`src/hdl/hcbd_pkg.sv`:
```
package hcbd_pkg;

  localparam int SIZE_DIGITS  = 8;
  localparam int SIZE_BITS    = 4 * SIZE_DIGITS;
  localparam int DCNT_W       = $clog2(SIZE_DIGITS + 1);
  localparam int LENGTH_WIDTH = 40;

  // queue depth between stages
  localparam int QDEPTH = 2;
  localparam int QPTR_W = $clog2(QDEPTH);
  localparam int QCNT_W = $clog2(QDEPTH + 1);

  localparam logic [7:0] CH_LF  = 8'h0a;
  localparam logic [7:0] CH_CR  = 8'h0d;
  localparam logic [7:0] CH_SP  = 8'h20;
  localparam logic [7:0] CH_TAB = 8'h09;

  localparam logic [1:0] ST_BUSY  = 2'd0;
  localparam logic [1:0] ST_DONE  = 2'd1;
  localparam logic [1:0] ST_ERROR = 2'd2;

  localparam logic [1:0] CFG_IDX_CHUNKED  = 2'd0;
  localparam logic [1:0] CFG_IDX_LENGTH   = 2'd1;
  localparam logic [1:0] CFG_IDX_UNTIL_CL = 2'd2;

  // trailer line content tracking
  localparam logic [1:0] TL_EMPTY = 2'd0;
  localparam logic [1:0] TL_CR    = 2'd1;
  localparam logic [1:0] TL_TEXT  = 2'd2;

  typedef enum logic [2:0] {
    PH_SIZE    = 3'd0,
    PH_DATA    = 3'd1,
    PH_SEP     = 3'd2,
    PH_TRAILER = 3'd3,
    PH_DONE    = 3'd4,
    PH_ERROR   = 3'd5
  } phase_t;

  typedef struct packed {
    logic                    chunked_mode;
    logic [LENGTH_WIDTH-1:0] body_length;
    logic                    until_close;
  } cfg_t;

  typedef struct packed {
    logic [7:0] data;
    logic       start;
    logic       is_lf;
    logic       is_cr;
    logic       is_blank;
    logic       is_hex;
    logic [3:0] hex_val;
  } cls_t;

  typedef struct packed {
    logic [7:0] data;
    logic       payload_valid;
    logic       chunk_end;
    logic [1:0] status;
  } res_t;

  function automatic cls_t classify(logic [7:0] b, logic start);
    cls_t c;
    c.data     = b;
    c.start    = start;
    c.is_lf    = (b == CH_LF);
    c.is_cr    = (b == CH_CR);
    c.is_blank = (b inside {CH_SP, CH_TAB});
    c.is_hex   = 1'b0;
    c.hex_val  = 4'd0;
    if (b inside {[8'h30:8'h39]}) begin
      c.is_hex  = 1'b1;
      c.hex_val = b[3:0];
    end else if (b inside {[8'h41:8'h46], [8'h61:8'h66]}) begin
      c.is_hex  = 1'b1;
      c.hex_val = 4'(b[3:0] + 4'd9);
    end
    return c;
  endfunction

endpackage

```
`src/hdl/hcbd_front.sv`:
```
module hcbd_front (
  input  logic          clk,
  input  logic          rst_n,
  input  logic          push,
  output logic          full,
  input  logic [7:0]    data_byte,
  input  logic          start_message,
  output logic          deq_valid,
  input  logic          deq_pop,
  output hcbd_pkg::cls_t deq_data
);
  import hcbd_pkg::*;

  cls_t              q_r [QDEPTH];
  logic [QPTR_W-1:0] wr_ptr_r, wr_ptr_nxt;
  logic [QPTR_W-1:0] rd_ptr_r, rd_ptr_nxt;
  logic [QCNT_W-1:0] count_r, count_nxt;
  logic              push_ok;
  logic              pop_ok;

  assign full      = (count_r == QCNT_W'(QDEPTH));
  assign deq_valid = (count_r != '0);
  assign deq_data  = q_r[rd_ptr_r];
  assign push_ok   = push && !full;
  assign pop_ok    = deq_pop && deq_valid;

  always_comb begin
    wr_ptr_nxt = push_ok ? QPTR_W'(wr_ptr_r + 1'b1) : wr_ptr_r;
    rd_ptr_nxt = pop_ok ? QPTR_W'(rd_ptr_r + 1'b1) : rd_ptr_r;
    count_nxt  = count_r;
    if (push_ok && !pop_ok) begin
      count_nxt = QCNT_W'(count_r + 1'b1);
    end else if (pop_ok && !push_ok) begin
      count_nxt = QCNT_W'(count_r - 1'b1);
    end
  end

  always_ff @(posedge clk) begin
    if (!rst_n) begin
      wr_ptr_r <= '0;
      rd_ptr_r <= '0;
      count_r  <= '0;
    end else begin
      wr_ptr_r <= wr_ptr_nxt;
      rd_ptr_r <= rd_ptr_nxt;
      count_r  <= count_nxt;
    end
  end

  // byte is classified on the way in
  always_ff @(posedge clk) begin
    if (push_ok) begin
      q_r[wr_ptr_r] <= classify(data_byte, start_message);
    end
  end

endmodule

```
`src/hdl/hcbd_back.sv`:
```
module hcbd_back (
  input  logic           clk,
  input  logic           rst_n,
  input  hcbd_pkg::cfg_t cfg,
  input  logic           in_valid,
  output logic           in_pop,
  input  hcbd_pkg::cls_t in_data,
  output logic           empty,
  input  logic           pop,
  output hcbd_pkg::res_t res
);
  import hcbd_pkg::*;

  phase_t                  phase_r, phase_nxt;
  logic [SIZE_BITS-1:0]    remain_r, remain_nxt;
  logic [SIZE_BITS-1:0]    acc_r, acc_nxt;
  logic [DCNT_W-1:0]       dcnt_r, dcnt_nxt;
  logic                    ended_r, ended_nxt;
  logic [1:0]              tline_r, tline_nxt;
  logic [LENGTH_WIDTH-1:0] lrecv_r, lrecv_nxt;

  phase_t                  ph_cur;
  logic [SIZE_BITS-1:0]    remain_cur, acc_cur, remain_dec;
  logic [DCNT_W-1:0]       dcnt_cur;
  logic                    ended_cur;
  logic [1:0]              tline_cur;
  logic [LENGTH_WIDTH-1:0] lrecv_cur, lrecv_inc;
  logic                    lrecv_lt, remain_last, dcnt_full;

  logic                    pv, ce;
  logic [1:0]              st;

  res_t              oq_r [QDEPTH];
  logic [QPTR_W-1:0] owr_r, ord_r;
  logic [QCNT_W-1:0] ocnt_r, ocnt_nxt;
  logic              take, pop_ok;

  assign take   = in_valid && (ocnt_r != QCNT_W'(QDEPTH));
  assign in_pop = take;
  assign empty  = (ocnt_r == '0);
  assign pop_ok = pop && !empty;
  assign res    = oq_r[ord_r];

  // start of message clears the state before the byte is handled
  assign ph_cur     = in_data.start ? PH_SIZE : phase_r;
  assign remain_cur = in_data.start ? '0 : remain_r;
  assign acc_cur    = in_data.start ? '0 : acc_r;
  assign dcnt_cur   = in_data.start ? '0 : dcnt_r;
  assign ended_cur  = in_data.start ? 1'b0 : ended_r;
  assign tline_cur  = in_data.start ? TL_EMPTY : tline_r;
  assign lrecv_cur  = in_data.start ? '0 : lrecv_r;

  assign lrecv_inc   = LENGTH_WIDTH'(lrecv_cur + 1'b1);
  assign lrecv_lt    = (lrecv_cur < cfg.body_length);
  assign remain_dec  = (remain_cur != '0) ? SIZE_BITS'(remain_cur - 1'b1) : remain_cur;
  assign remain_last = (remain_dec == '0);
  assign dcnt_full   = (dcnt_cur >= DCNT_W'(SIZE_DIGITS));

  // next state
  always_comb begin
    phase_nxt  = ph_cur;
    remain_nxt = remain_cur;
    acc_nxt    = acc_cur;
    dcnt_nxt   = dcnt_cur;
    ended_nxt  = ended_cur;
    tline_nxt  = tline_cur;
    lrecv_nxt  = lrecv_cur;
    if (!cfg.chunked_mode) begin
      if (!cfg.until_close && lrecv_lt) begin
        lrecv_nxt = lrecv_inc;
      end
    end else begin
      case (ph_cur)
        PH_SIZE: begin
          if (in_data.is_lf) begin
            if (dcnt_cur == '0) begin
              phase_nxt = PH_ERROR;
            end else if (acc_cur == '0) begin
              phase_nxt = PH_TRAILER;
              tline_nxt = TL_EMPTY;
            end else begin
              remain_nxt = acc_cur;
              phase_nxt  = PH_DATA;
            end
          end else if (!ended_cur) begin
            if (in_data.is_hex) begin
              if (dcnt_full) begin
                phase_nxt = PH_ERROR;
              end else begin
                acc_nxt  = {acc_cur[SIZE_BITS-5:0], in_data.hex_val};
                dcnt_nxt = DCNT_W'(dcnt_cur + 1'b1);
              end
            end else if (!(in_data.is_blank && dcnt_cur == '0)) begin
              ended_nxt = 1'b1;
            end
          end
        end
        PH_DATA: begin
          remain_nxt = remain_dec;
          if (remain_last) begin
            phase_nxt = PH_SEP;
          end
        end
        PH_SEP: begin
          if (in_data.is_lf) begin
            phase_nxt = PH_SIZE;
            acc_nxt   = '0;
            dcnt_nxt  = '0;
            ended_nxt = 1'b0;
          end
        end
        PH_TRAILER: begin
          if (in_data.is_lf) begin
            if (tline_cur != TL_TEXT) begin
              phase_nxt = PH_DONE;
            end
            tline_nxt = TL_EMPTY;
          end else if (in_data.is_cr && tline_cur == TL_EMPTY) begin
            tline_nxt = TL_CR;
          end else begin
            tline_nxt = TL_TEXT;
          end
        end
        PH_DONE: begin
          phase_nxt = PH_DONE;
        end
        default: begin
          phase_nxt = PH_ERROR;
        end
      endcase
    end
  end

  // result flags
  always_comb begin
    pv = 1'b0;
    ce = 1'b0;
    st = ST_BUSY;
    if (!cfg.chunked_mode) begin
      if (cfg.until_close) begin
        pv = 1'b1;
      end else if (lrecv_lt) begin
        pv = 1'b1;
        if (lrecv_inc == cfg.body_length) begin
          ce = 1'b1;
          st = ST_DONE;
        end
      end else begin
        st = ST_DONE;
      end
    end else begin
      case (ph_cur)
        PH_SIZE: begin
          if (in_data.is_lf) begin
            if (dcnt_cur == '0) begin
              st = ST_ERROR;
            end
          end else if (!ended_cur && in_data.is_hex && dcnt_full) begin
            st = ST_ERROR;
          end
        end
        PH_DATA: begin
          pv = 1'b1;
          ce = remain_last;
        end
        PH_SEP: begin
          st = ST_BUSY;
        end
        PH_TRAILER: begin
          if (in_data.is_lf && tline_cur != TL_TEXT) begin
            st = ST_DONE;
          end
        end
        PH_DONE: begin
          st = ST_DONE;
        end
        default: begin
          st = ST_ERROR;
        end
      endcase
    end
  end

  always_comb begin
    ocnt_nxt = ocnt_r;
    if (take && !pop_ok) begin
      ocnt_nxt = QCNT_W'(ocnt_r + 1'b1);
    end else if (pop_ok && !take) begin
      ocnt_nxt = QCNT_W'(ocnt_r - 1'b1);
    end
  end

  always_ff @(posedge clk) begin
    if (!rst_n) begin
      phase_r  <= PH_SIZE;
      remain_r <= '0;
      acc_r    <= '0;
      dcnt_r   <= '0;
      ended_r  <= 1'b0;
      tline_r  <= TL_EMPTY;
      lrecv_r  <= '0;
      owr_r    <= '0;
      ord_r    <= '0;
      ocnt_r   <= '0;
    end else begin
      if (take) begin
        phase_r  <= phase_nxt;
        remain_r <= remain_nxt;
        acc_r    <= acc_nxt;
        dcnt_r   <= dcnt_nxt;
        ended_r  <= ended_nxt;
        tline_r  <= tline_nxt;
        lrecv_r  <= lrecv_nxt;
        owr_r    <= QPTR_W'(owr_r + 1'b1);
      end
      if (pop_ok) begin
        ord_r <= QPTR_W'(ord_r + 1'b1);
      end
      ocnt_r <= ocnt_nxt;
    end
  end

  always_ff @(posedge clk) begin
    if (take) begin
      oq_r[owr_r] <= '{data: in_data.data, payload_valid: pv, chunk_end: ce, status: st};
    end
  end

endmodule

```
`src/hdl/http_chunked_body_deframer_unit.sv`:
```
// path: a byte accepted is stored in the front queue, parsed into the back queue, then shows on the result ports
// throughput: one beat per clock while neither queue is full; the parse stage updates its state once per beat
// both sides stall independently through two-entry queues around the parse stage
// reset (rst_n low at a clock edge) empties both queues, clears the parse state
// and sets chunked_mode, body_length and until_close to zero; no clearing pass
module http_chunked_body_deframer_unit (
  input  logic        clk,
  input  logic        rst_n,
  // input channel
  input  logic        push,
  output logic        full,
  input  logic [7:0]  in_data_byte,
  input  logic        in_start_message,
  // result channel
  output logic        empty,
  input  logic        pop,
  output logic [7:0]  out_byte,
  output logic        out_payload_valid,
  output logic        out_chunk_end,
  output logic [1:0]  out_status,
  // configuration writes
  input  logic        cfg_we,
  input  logic [1:0]  cfg_index,
  input  logic [hcbd_pkg::LENGTH_WIDTH-1:0] cfg_data
);
  import hcbd_pkg::*;

  // configuration registers, to be written by the user only while the block is idle; nothing in the block enforces this
  logic                    chunked_mode_r;
  logic [LENGTH_WIDTH-1:0] body_length_r;
  logic                    until_close_r;
  cfg_t                    cfg;

  // link between front (classify) and back (parse) stages
  logic deq_valid;
  logic deq_pop;
  cls_t deq_data;
  res_t res;

  always_ff @(posedge clk) begin
    if (!rst_n) begin
      chunked_mode_r <= 1'b0;
      body_length_r  <= '0;
      until_close_r  <= 1'b0;
    end else if (cfg_we) begin
      // an index past the register list is dropped
      case (cfg_index)
        CFG_IDX_CHUNKED:  chunked_mode_r <= cfg_data[0];
        CFG_IDX_LENGTH:   body_length_r  <= cfg_data;
        CFG_IDX_UNTIL_CL: until_close_r  <= cfg_data[0];
        default: begin
        end
      endcase
    end
  end

  assign cfg = '{chunked_mode: chunked_mode_r, body_length: body_length_r,
                 until_close: until_close_r};

  // front: takes beats, tags line feed, carriage return, blanks and hex digits
  hcbd_front u_front (
    .clk           (clk),
    .rst_n         (rst_n),
    .push          (push),
    .full          (full),
    .data_byte     (in_data_byte),
    .start_message (in_start_message),
    .deq_valid     (deq_valid),
    .deq_pop       (deq_pop),
    .deq_data      (deq_data)
  );

  // back: runs the length counter, the until-close pass-through or the chunk parser, queues results
  hcbd_back u_back (
    .clk      (clk),
    .rst_n    (rst_n),
    .cfg      (cfg),
    .in_valid (deq_valid),
    .in_pop   (deq_pop),
    .in_data  (deq_data),
    .empty    (empty),
    .pop      (pop),
    .res      (res)
  );

  assign out_byte          = res.data;
  assign out_payload_valid = res.payload_valid;
  assign out_chunk_end     = res.chunk_end;
  assign out_status        = res.status;

endmodule

```
`config.mk`:
```
export PLATFORM = sky130hd
export DESIGN_NAME = http_chunked_body_deframer_unit
export DESIGN_NICKNAME = d
export VERILOG_FILES = /design/src/hdl/hcbd_pkg.sv /design/src/hdl/hcbd_front.sv /design/src/hdl/hcbd_back.sv /design/src/hdl/http_chunked_body_deframer_unit.sv
export SDC_FILE = /design/constraint.sdc
export NUM_CORES = 1
export LEC_CHECK = 0
export ABC_AREA = 0
export BUFFER_PORTS_ARGS = -buffer_cell sky130_fd_sc_hd__buf_2
export CAP_MARGIN = 20
export CORE_ASPECT_RATIO = 1.1
export CORE_MARGIN = 2
export CORE_UTILIZATION = 63
export CTS_CLUSTER_DIAMETER = 30
export DETAILED_ROUTE_END_ITERATION = 6
export PLACE_DENSITY = 0.88
export SYNTH_ARGS = -nofsm -noshare
export SYNTH_HDL_FRONTEND = slang
export SYNTH_HIERARCHICAL = 1
export SYNTH_SLANG_ARGS = --single-unit
```
`constraint.sdc`:
```
create_clock -name clk -period 7.3 [get_ports clk]
set_input_delay 1.46 -clock clk [delete_from_list [all_inputs] [get_ports clk]]
set_output_delay 1.46 -clock clk [all_outputs]
set_load 0.05 [all_outputs]
```
Word level (Yosys, flattened, before mapping):

Memories as Yosys holds them, arrays and structs flattened. A register that Yosys moved wholly into a read port is not among the register bits.
Cells that the tools add are included.

* $add $sub $neg: 12
* equality and inequality tests: 14
* $lt $le $gt $ge: 8
* mux-type cells: 88
* reduce and logical (&&, ||, !) cells: 42

Operators by type and width (count)
* $mux W32: 13
* $pmux W32 S2: 2
* $mux W40: 3
* $logic_not A32 Y1: 2
* $add A40 B1 Y40 const B: 1
* $eq A40 B40 Y1: 1
* $lt A40 B40 Y1: 1
* $mux W2: 17
* $mux W3: 11
* $reduce_bool A32 Y1: 1
* $sub A32 B1 Y32 const B: 1
* $mux W4: 7
* $mux W1: 27
* $eq A8 B4 Y1 const B: 3
* $logic_and A1 B1 Y1: 17
* $ge A8 B7 Y1 const B: 2
* $le A8 B7 Y1 const B: 2
* $mux W5: 3
* $pmux W3 S5: 1
* $reduce_bool A2 Y1: 5
* $eq A8 B6 Y1 const B: 1
* $ge A8 B6 Y1 const B: 1
* $le A8 B6 Y1 const B: 1
* $logic_not A1 Y1: 8
* other kinds (21): 33

* memories kept: 2
* output and inout port bits: 14
* bits of input ports: 56
* RAM bits: 58
* register bits after elaboration: 164
* logic and storage cells: 182

Memory list
* u_front.q_r: words 2, bits a word 17, read ports 1, clocked after memory_dff 1, write ports 1, RTL line hcbd_front.sv:14 `cls_t q_r [QDEPTH];`
* u_back.oq_r: words 2, bits a word 12, read ports 1, clocked after memory_dff 1, write ports 1, RTL line hcbd_back.sv:33 `res_t oq_r [QDEPTH];`

Logic depth before layout (Yosys ltp):

Gate-level depths: netlist (run 1).

* word-level depth: 9
* gate-level depth with buffers: 23
* depth with buffers taken out: 14

Cells and area by module:

Netlist (run 1), hierarchy kept.

By module, submodules not included
* hcbd_back: area each 11227.0 µm², instances 1, cells each 1481, sequential area each 3103.0 µm²
* http_chunked_body_deframer_unit: area each 1721.7 µm², instances 1, cells each 183, sequential area each 840.8 µm²
* hcbd_front: area each 1700.4 µm², instances 1, cells each 111, sequential area each 1121.1 µm²

Worst setup path before layout (run 1):

No wires, ideal clock.

* path type: register -> register
* start point: reg with a tool-made name
* end point: mem u_back/oq_r[0][2] (netlist bit), data pin
* data required time: 7137 ps
* cell stages (with the launch flop): 24
* path slack: 1764 ps
* path buffers: 9
* clock period less this slack: 5536 ps
* arrival time: 5373 ps
* library setup time: 163 ps
* cells stage by stage: dfxtp_1 -> clkbuf_1 -> buf_2 -> mux2_2 -> buf_2 -> inv_1 -> clkbuf_1 -> clkbuf_1 -> clkbuf_1 -> clkbuf_1 -> nand2_1 -> inv_1 -> ha_1 -> nand3_1 -> or4_1 -> buf_2 -> or4b_4 -> buf_6 -> nor3_1 -> xnor2_1 -> o2111ai_1 -> a211oi_1 -> nand4_1 -> o22ai_1

RTL lines (RTL line)
* to (decl): hcbd_back.sv:33

==> impl_metrics.tcl, run 1 <==
set metrics [dict create \
    outcome "completed" \
    yosysTopAreaCell "dfxtp_1" \
    synth.avg_cell_area_um2 8.25 \
    grt_pass1_wl_mm 73.1 \
    synthFlopType "dfxtp_1" \
    vias_per_cell 6.80 \
    ant_nets 0 \
    reg2reg_to "u_back/oq_r[0][2]" \
    gr-usage-met2_pct 62.2 \
    crit_path_start_kind "register" \
    grt_max_degree 83 \
    portBuffers 69 \
    grtUsageTotal_pct 37.4 \
    cts_max_path_buffers 3 \
    reg2reg_slack_ns 1.55 \
    critPathCaptureType "register" \
    drtPass1Iterations 7 \
    cp_data_required_time_ns 7.65 \
    final_util_pct 72.1 \
    final_nets 1900 \
    ctsHoldBuffers 0 \
    synth-seq-cells 224 \
    diodes 0 \
    htreeDepth 2 \
    setup_slack_ns 1.55 \
    globalRouteMet3Util_pct 6.83 \
    fp.dieW_um 149 \
    synth_nets 1882 \
    area_growth_pct 12.5 \
    drv_cap 0 \
    yosys-top-cells-count "nand2_1, dfxtp_1, nor2_1, clkbuf_1, o21ai_0" \
    post-place-ws_ns 1.74 \
    drt_wl_total_mm 46.5 \
    finalMaxSlewViolations 0 \
    critPathMaxStageDelay_ns 0.82 \
    power.density_mw_per_mm2 324 \
    clock-sinks 224 \
    clk_pin_slew_ns 0.05 \
    insertion_delay_ns 0.55 \
    hold_violations 0 \
    critical_path_class "register to register" \
    synth_warnings 6 \
    hpwl_mm 31.1 \
    rsz0062_at_grt "no" \
    multi_input_area_mm2 0.00877 \
    cts_tree "yes" \
    slowest_stage "dfxtp_1" \
    yosysMostFrequentCell "nand2_1" \
    peakVddDrop_uv 204 \
    fmax_ghz 0.174 \
    top_usage_layer "met2" \
    overflow 0 \
    cts_setup_buffers 0 \
    syn_area_mm2 0.0146 \
    clockRootBuffer "clkbuf_16" \
    design.portCount 70 \
    yosysSeqAreaShare_pct 34.6 \
    synthCells 1775 \
    clock_skew_ns 0.0283 \
    yosysTopAreaCellShare_pct 22.7 \
    place.gp.congestion 1.08 \
    hold_end "body_length_r[29]" \
    grt_pass1_vias 13700 \
    hp-start "body_length_r[29]" \
    synthTopCellsByArea "dfxtp_1, edfxtp_1, nand2_1, ha_1, mux2i_1" \
    max_slew_margin_pct 21.9 \
    drive_gt1_share_pct 13.2 \
    filler_cell_count 1650 \
    numCtsBuffers 44 \
    initial_utilization_pct 64.1 \
    num_rows 58 \
    final.setup.tns_ns 0 \
    die_h_um 164 \
    finalCritPeriodShare_pct 78.8 \
    groute.layer.met1.usage_pct 45.8 \
    worstPathArrival_ns 6.10 \
    fin_crit_ns 5.75 \
    antenna_found_initial 0 \
    tightest_slew_ns 1.17 \
    synth_edf_count 58 \
    die-area_mm2 0.0245 \
    reg2reg_depth 14 \
    path_cells "mux2_4, inv_1, buf_4, nand2_1, ha_1, nor4b_1, a31oi_1, nor4_1, nor4_1, o21ai_0, nand4_1, nor4_1, nand3b_1, o22ai_1" \
    vias 14400 \
    drt_iter0_drc 1757 \
    synth_cell_types 102 \
    coreArea_mm2 0.0229 \
    async_flop_share_pct 0 \
    crit_top_cell "nor4_1" \
    detail_route.wl_per_cell_um 21.9 \
    p_total_uw 5340 \
    post_cts_resized 0 \
    crit_path_max_fanout 38 \
    seq_area_mm2 0.00506 \
    drc_errors 0 \
    cellLeakagePower_uw 0.00611 \
    holdPathStages 2 \
    timing.hold.worst.class "register to register" \
    setup-violations-final 0 \
]
==> layout make-up <==
cell class,count,area share [%]
clock buffers,51,7.14
clock inverters,25,1.63
inverters,75,1.71
multi-input cells,1355,53.2
flip-flops and latches,224,30.7
well taps,300,2.28
repair buffers,93,3.31
==> how the worst max path moves through the flow <==
stage	endpoint	cells after the start	slack, ns	startpoint
6_report	u_back/oq_r[0][2]	14	1.55	register
5_1_grt	u_back/oq_r[0][2]	14	1.23	register
3_5_place_dp	u_back/oq_r[0][2]	14	1.74	register
2_1_floorplan	u_back/oq_r[0][2]	23	1.76	register
3_3_place_gp	u_back/oq_r[0][2]	14	1.90	register
4_1_cts	u_back/oq_r[0][2]	14	1.69	register
==> worst max-delay path: cells and delay by family, from the launching register on <==
kind	cells	cell delay [ns]
compound gates	3	0.60
fa+ha+maj	1	0.26
buf+inv	2	0.58
flops	1	0.82
mux	1	0.59
simple gates	7	2.65
==> per-stage QoR <==
step / hold WS, ns / instances / area (um2)
global placement: 0.443 / 2042 / 15000
global route: 0.477 / 2123 / 16500
CTS: 0.461 / 2118 / 16400
finish: 0.459 / 2123 / 16500
floorplan: 0.435 / 1775 / 14600
detailed placement: 0.450 / 2042 / 15000
==> per-layer routing <==
metal | share of wire (%) | wire [um] | vias to the layer above
li1 | - | - | 6536
met1 | 39 | 18000 | 6760
met2 | 46 | 21400 | 920
met3 | 8.9 | 4150 | 224
met4 | 6.3 | 2940 | 0
met5 | 0 | 0 | -
==> report_power, final <==
part / switching [uW] / internal, uW
clock network: 705 / 1260
logic: 1250 / 578
registers: 122 / 1420
total: 2080 / 3260
==> layout by cell type, fill, tap and decap left out, types with 58 or more instances in the layout <==
cell	n
a21oi_1	74
a22oi_1	61
buf_2	68
dfxtp_1	166
edfxtp_1	58
inv_1	73
mux2i_1	60
nand2_1	218
nand3_1	68
nor2_1	156
o21ai_0	81
==> registers in the layout, indices dropped and copies added (netlist names), 2 cells and up, named ones only <==
register         cells
body_length_r       40
u_back/lrecv_r      40
u_front/q_r         34
u_back/acc_r        32
u_back/remain_r     32
u_back/oq_r         24
u_back/dcnt_r        4
u_back/phase_r       3
u_back/ocnt_r        2
u_back/tline_r       2
u_front/count_r      2
==> cell families (layout without fill, tap and decap cells) <==
group | Yosys count | in the layout | synth area share, %
xor gates and xnor gates | 70 | 70 | 4.19
buffers and inverters | 196 | 244 | 5.75
DFF | 224 | 224 | 34.6
muxes | 93 | 93 | 6.66
AOI/OAI and AO/OA | 412 | 412 | 19.0
and+or+nand+nor | 729 | 729 | 25.5
adders and majority gates | 51 | 51 | 4.36
Power figures use the tool's default switching activity.
==> inputs of run 2 (changes only) <==
Settings changed: ABC_AREA 0 to 1, CORE_UTILIZATION 63 to 57, PLACE_DENSITY 0.88 to 0.85.
Clock period 7.3 ns to 5.05 ns, I/O delays scaled along.
==> impl_metrics.tcl, run 2 <==
set metrics [dict create \
    outcome "completed" \
    final.setup.tns_ns 0 \
    critPathTopFamily "simple AND/OR/NAND/NOR gates" \
    clk_pin_slew_ns 0.05 \
    synth_cell_types 52 \
    final_nets 2534 \
    hpwl_mm 34.1 \
    critPathMaxStageDelay_ns 0.60 \
    yosysMostFrequentCell "nand2_1" \
    synth_warnings 6 \
    swShare_pct 47.2 \
    ctsHoldBuffers 0 \
    layout_commonest_cell "nand2_1" \
    initial_utilization_pct 57.6 \
    clkPwrFrac_pct 27.3 \
    htreeDepth 2 \
    crit_path_start_kind "register" \
    drtPass1Iterations 6 \
    timing.hold.worst.class "register to register" \
    path_cells "mux2_4, inv_6, nand2_1, inv_1, ha_1, a21oi_1, o21a_1, o221ai_1, a21o_1, nor2_1, nand3_1, buf_4, nor2_1, nand2_1, o21ai_0, a21oi_1" \
    yosysSeqAreaShare_pct 31.7 \
    clock_skew_ns 0.0190 \
    portBuffers 69 \
    cts_tree "yes" \
    slowest_stage "nor2_1" \
    synth-seq-cells 224 \
    yosysTopAreaCellShare_pct 20.8 \
    post_cts_resized 0 \
    cts_max_path_buffers 3 \
    clock-sinks 224 \
    worstPathArrival_ns 4.69 \
    ant_nets 0 \
    setup_slack_ns 0.813 \
    detail_route.wl_per_cell_um 17.4 \
    insertion_delay_ns 0.58 \
    grt_pass1_vias 16000 \
    fp.dieW_um 164 \
    synthCells 2376 \
    yosys-top-cells-count "nand2_1, inv_1, nor2_1, dfxtp_1, nand3_1" \
    drt_iter0_drc 1507 \
    synth.avg_cell_area_um2 6.72 \
    drv_cap 0 \
    reg_top3 "body_length_r: 40 flops, u_back/lrecv_r: 40 flops, u_front/q_r: 34 flops" \
    critical_path_class "register to register" \
    hold_violations 0 \
    tightest_slew_ns 0.861 \
    syn_area_mm2 0.0160 \
    fin_crit_ns 4.24 \
    synth_edf_count 58 \
    cp_num_buf_inv 3 \
    synth_nets 2483 \
    critPathCaptureType "register" \
    synthFlopType "dfxtp_1" \
    setup-violations-final 0 \
    p_sw_uw 6040 \
    die-area_mm2 0.0293 \
    fmax_ghz 0.236 \
    vias 16300 \
    design.portCount 70 \
    vias_per_cell 5.76 \
    numCtsBuffers 54 \
    p_int_uw 6750 \
    overflow 0 \
    async_flop_share_pct 0 \
    drt_wl_total_mm 49.2 \
    yosysTopAreaCell "dfxtp_1" \
    rsz0062_at_grt "no" \
    antenna_found_initial 0 \
    max_slew_margin_pct 42.4 \
    cellLeakagePower_uw 0.00852 \
    seqPwrFrac_pct 21.7 \
    post-place-ws_ns 0.954 \
    grt_max_degree 81 \
    area_growth_pct 14.5 \
    finalMaxSlewViolations 0 \
    layout_common_cells "nand2_1, inv_1, nor2_1, dfxtp_1, nand3_1" \
    power_frac_comb_pct 51.0 \
    crit_path_max_fanout 65 \
    peakVddDrop_uv 703 \
    finalCritPeriodShare_pct 83.9 \
    place.gp.congestion 0.998 \
    grt_pass1_wl_mm 79.7 \
    synthTopCellsByArea "dfxtp_1, nand2_1, edfxtp_1, inv_1, nor2_1" \
    coreArea_mm2 0.0277 \
    drc_errors 0 \
    num_rows 64 \
    grtUsageTotal_pct 33.5 \
    diodes 0 \
    power.density_mw_per_mm2 700 \
    cp_data_required_time_ns 5.50 \
    die_h_um 179 \
    clockRootBuffer "clkbuf_16" \
    cts_setup_buffers 0 \
    drive_gt1_share_pct 13.5 \
]
-- run 2: kinds of logic (layout without fill, tap and decap cells) --
logic type / after synthesis / count (layout) / synth area share, %
and+or+nand+nor: 1174 / 1174 / 31.8
buffers and inverters: 443 / 539 / 11.7
AOI/OAI and AO/OA: 388 / 388 / 14.7
DFF: 224 / 224 / 31.7
xor gates and xnor gates: 67 / 67 / 3.85
adders and majority gates: 51 / 51 / 4.00
muxes: 29 / 29 / 2.28
-- run 2: path summary, 6_finish.rpt --
kind	slack, ns	endpoint	from	cells after the start
max	0.81	u_back/lrecv_r[13]	u_front/q_r[0][8]	16
min	0.46	u_back/lrecv_r[24]	u_back/lrecv_r[24]	2
max reg2reg	0.81	u_back/lrecv_r[13]	u_front/q_r[0][8]	16
min reg2reg	0.46	u_back/lrecv_r[24]	u_back/lrecv_r[24]	2
-- run 2: per-layer routing --
layer,global-route usage (%),wire length [um]
met1,39.6,19400
met2,56.6,23700
met3,6.44,3550
met4,18.6,2630
met5,0,0
-- run 2: power groups by stage --
| stage | Combinational, uW | Clock [uW] | Sequential, uW |
|---|---|---|---|
| after floorplan | 4850 | 0 | 2670 |
| final | 6520 | 3490 | 2770 |
| after global placement | 6230 | 0 | 2760 |
| after global routing | 7180 | 3630 | 2820 |
| after detailed placement | 6320 | 0 | 2780 |
| after CTS | 6400 | 3520 | 2760 |
-- run 2: worst register-to-register path, stage by stage, from the launching register on --
cell and delay, ns:
edfxtp_1 0.37, mux2_4 0.43, inv_6 0.57, nand2_1 0.22, inv_1 0.14, ha_1 0.25
a21oi_1 0.15, o21a_1 0.14, o221ai_1 0.13, a21o_1 0.21, nor2_1 0.14, nand3_1 0.10
buf_4 0.22, nor2_1 0.60, nand2_1 0.17, o21ai_0 0.22, a21oi_1 0.06
-- run 2: through the flow --
| stage | total power (uW) | area (um2) | std cells | utilization, % | hold slack (ns) |
|---|---|---|---|---|---|
| 6_report | 12800 | 18300 | 2835 | 65.9 | 0.462 |
| 3_5_place_dp | 9100 | 16400 | 2734 | 59.2 | 0.457 |
| 3_3_place_gp | 9000 | 16400 | 2732 | 59.1 | 0.450 |
| 4_1_cts | 12700 | 18300 | 2835 | 65.9 | 0.464 |
| 5_1_grt | 13600 | 18300 | 2835 | 65.9 | 0.487 |
| 2_1_floorplan | 7530 | 16000 | 2376 | - | 0.441 |
-- run 2: final cells by class --
class / count / area, um2
Sequential cell: 224 / 5060
Inverter: 344 / 1300
Fill cell: 2363 / 9440
Clock buffer: 68 / 1490
Timing Repair Buffer: 94 / 536
Clock inverter: 33 / 385
Multi-Input combinational cell: 1709 / 9040
Tap cell: 363 / 454
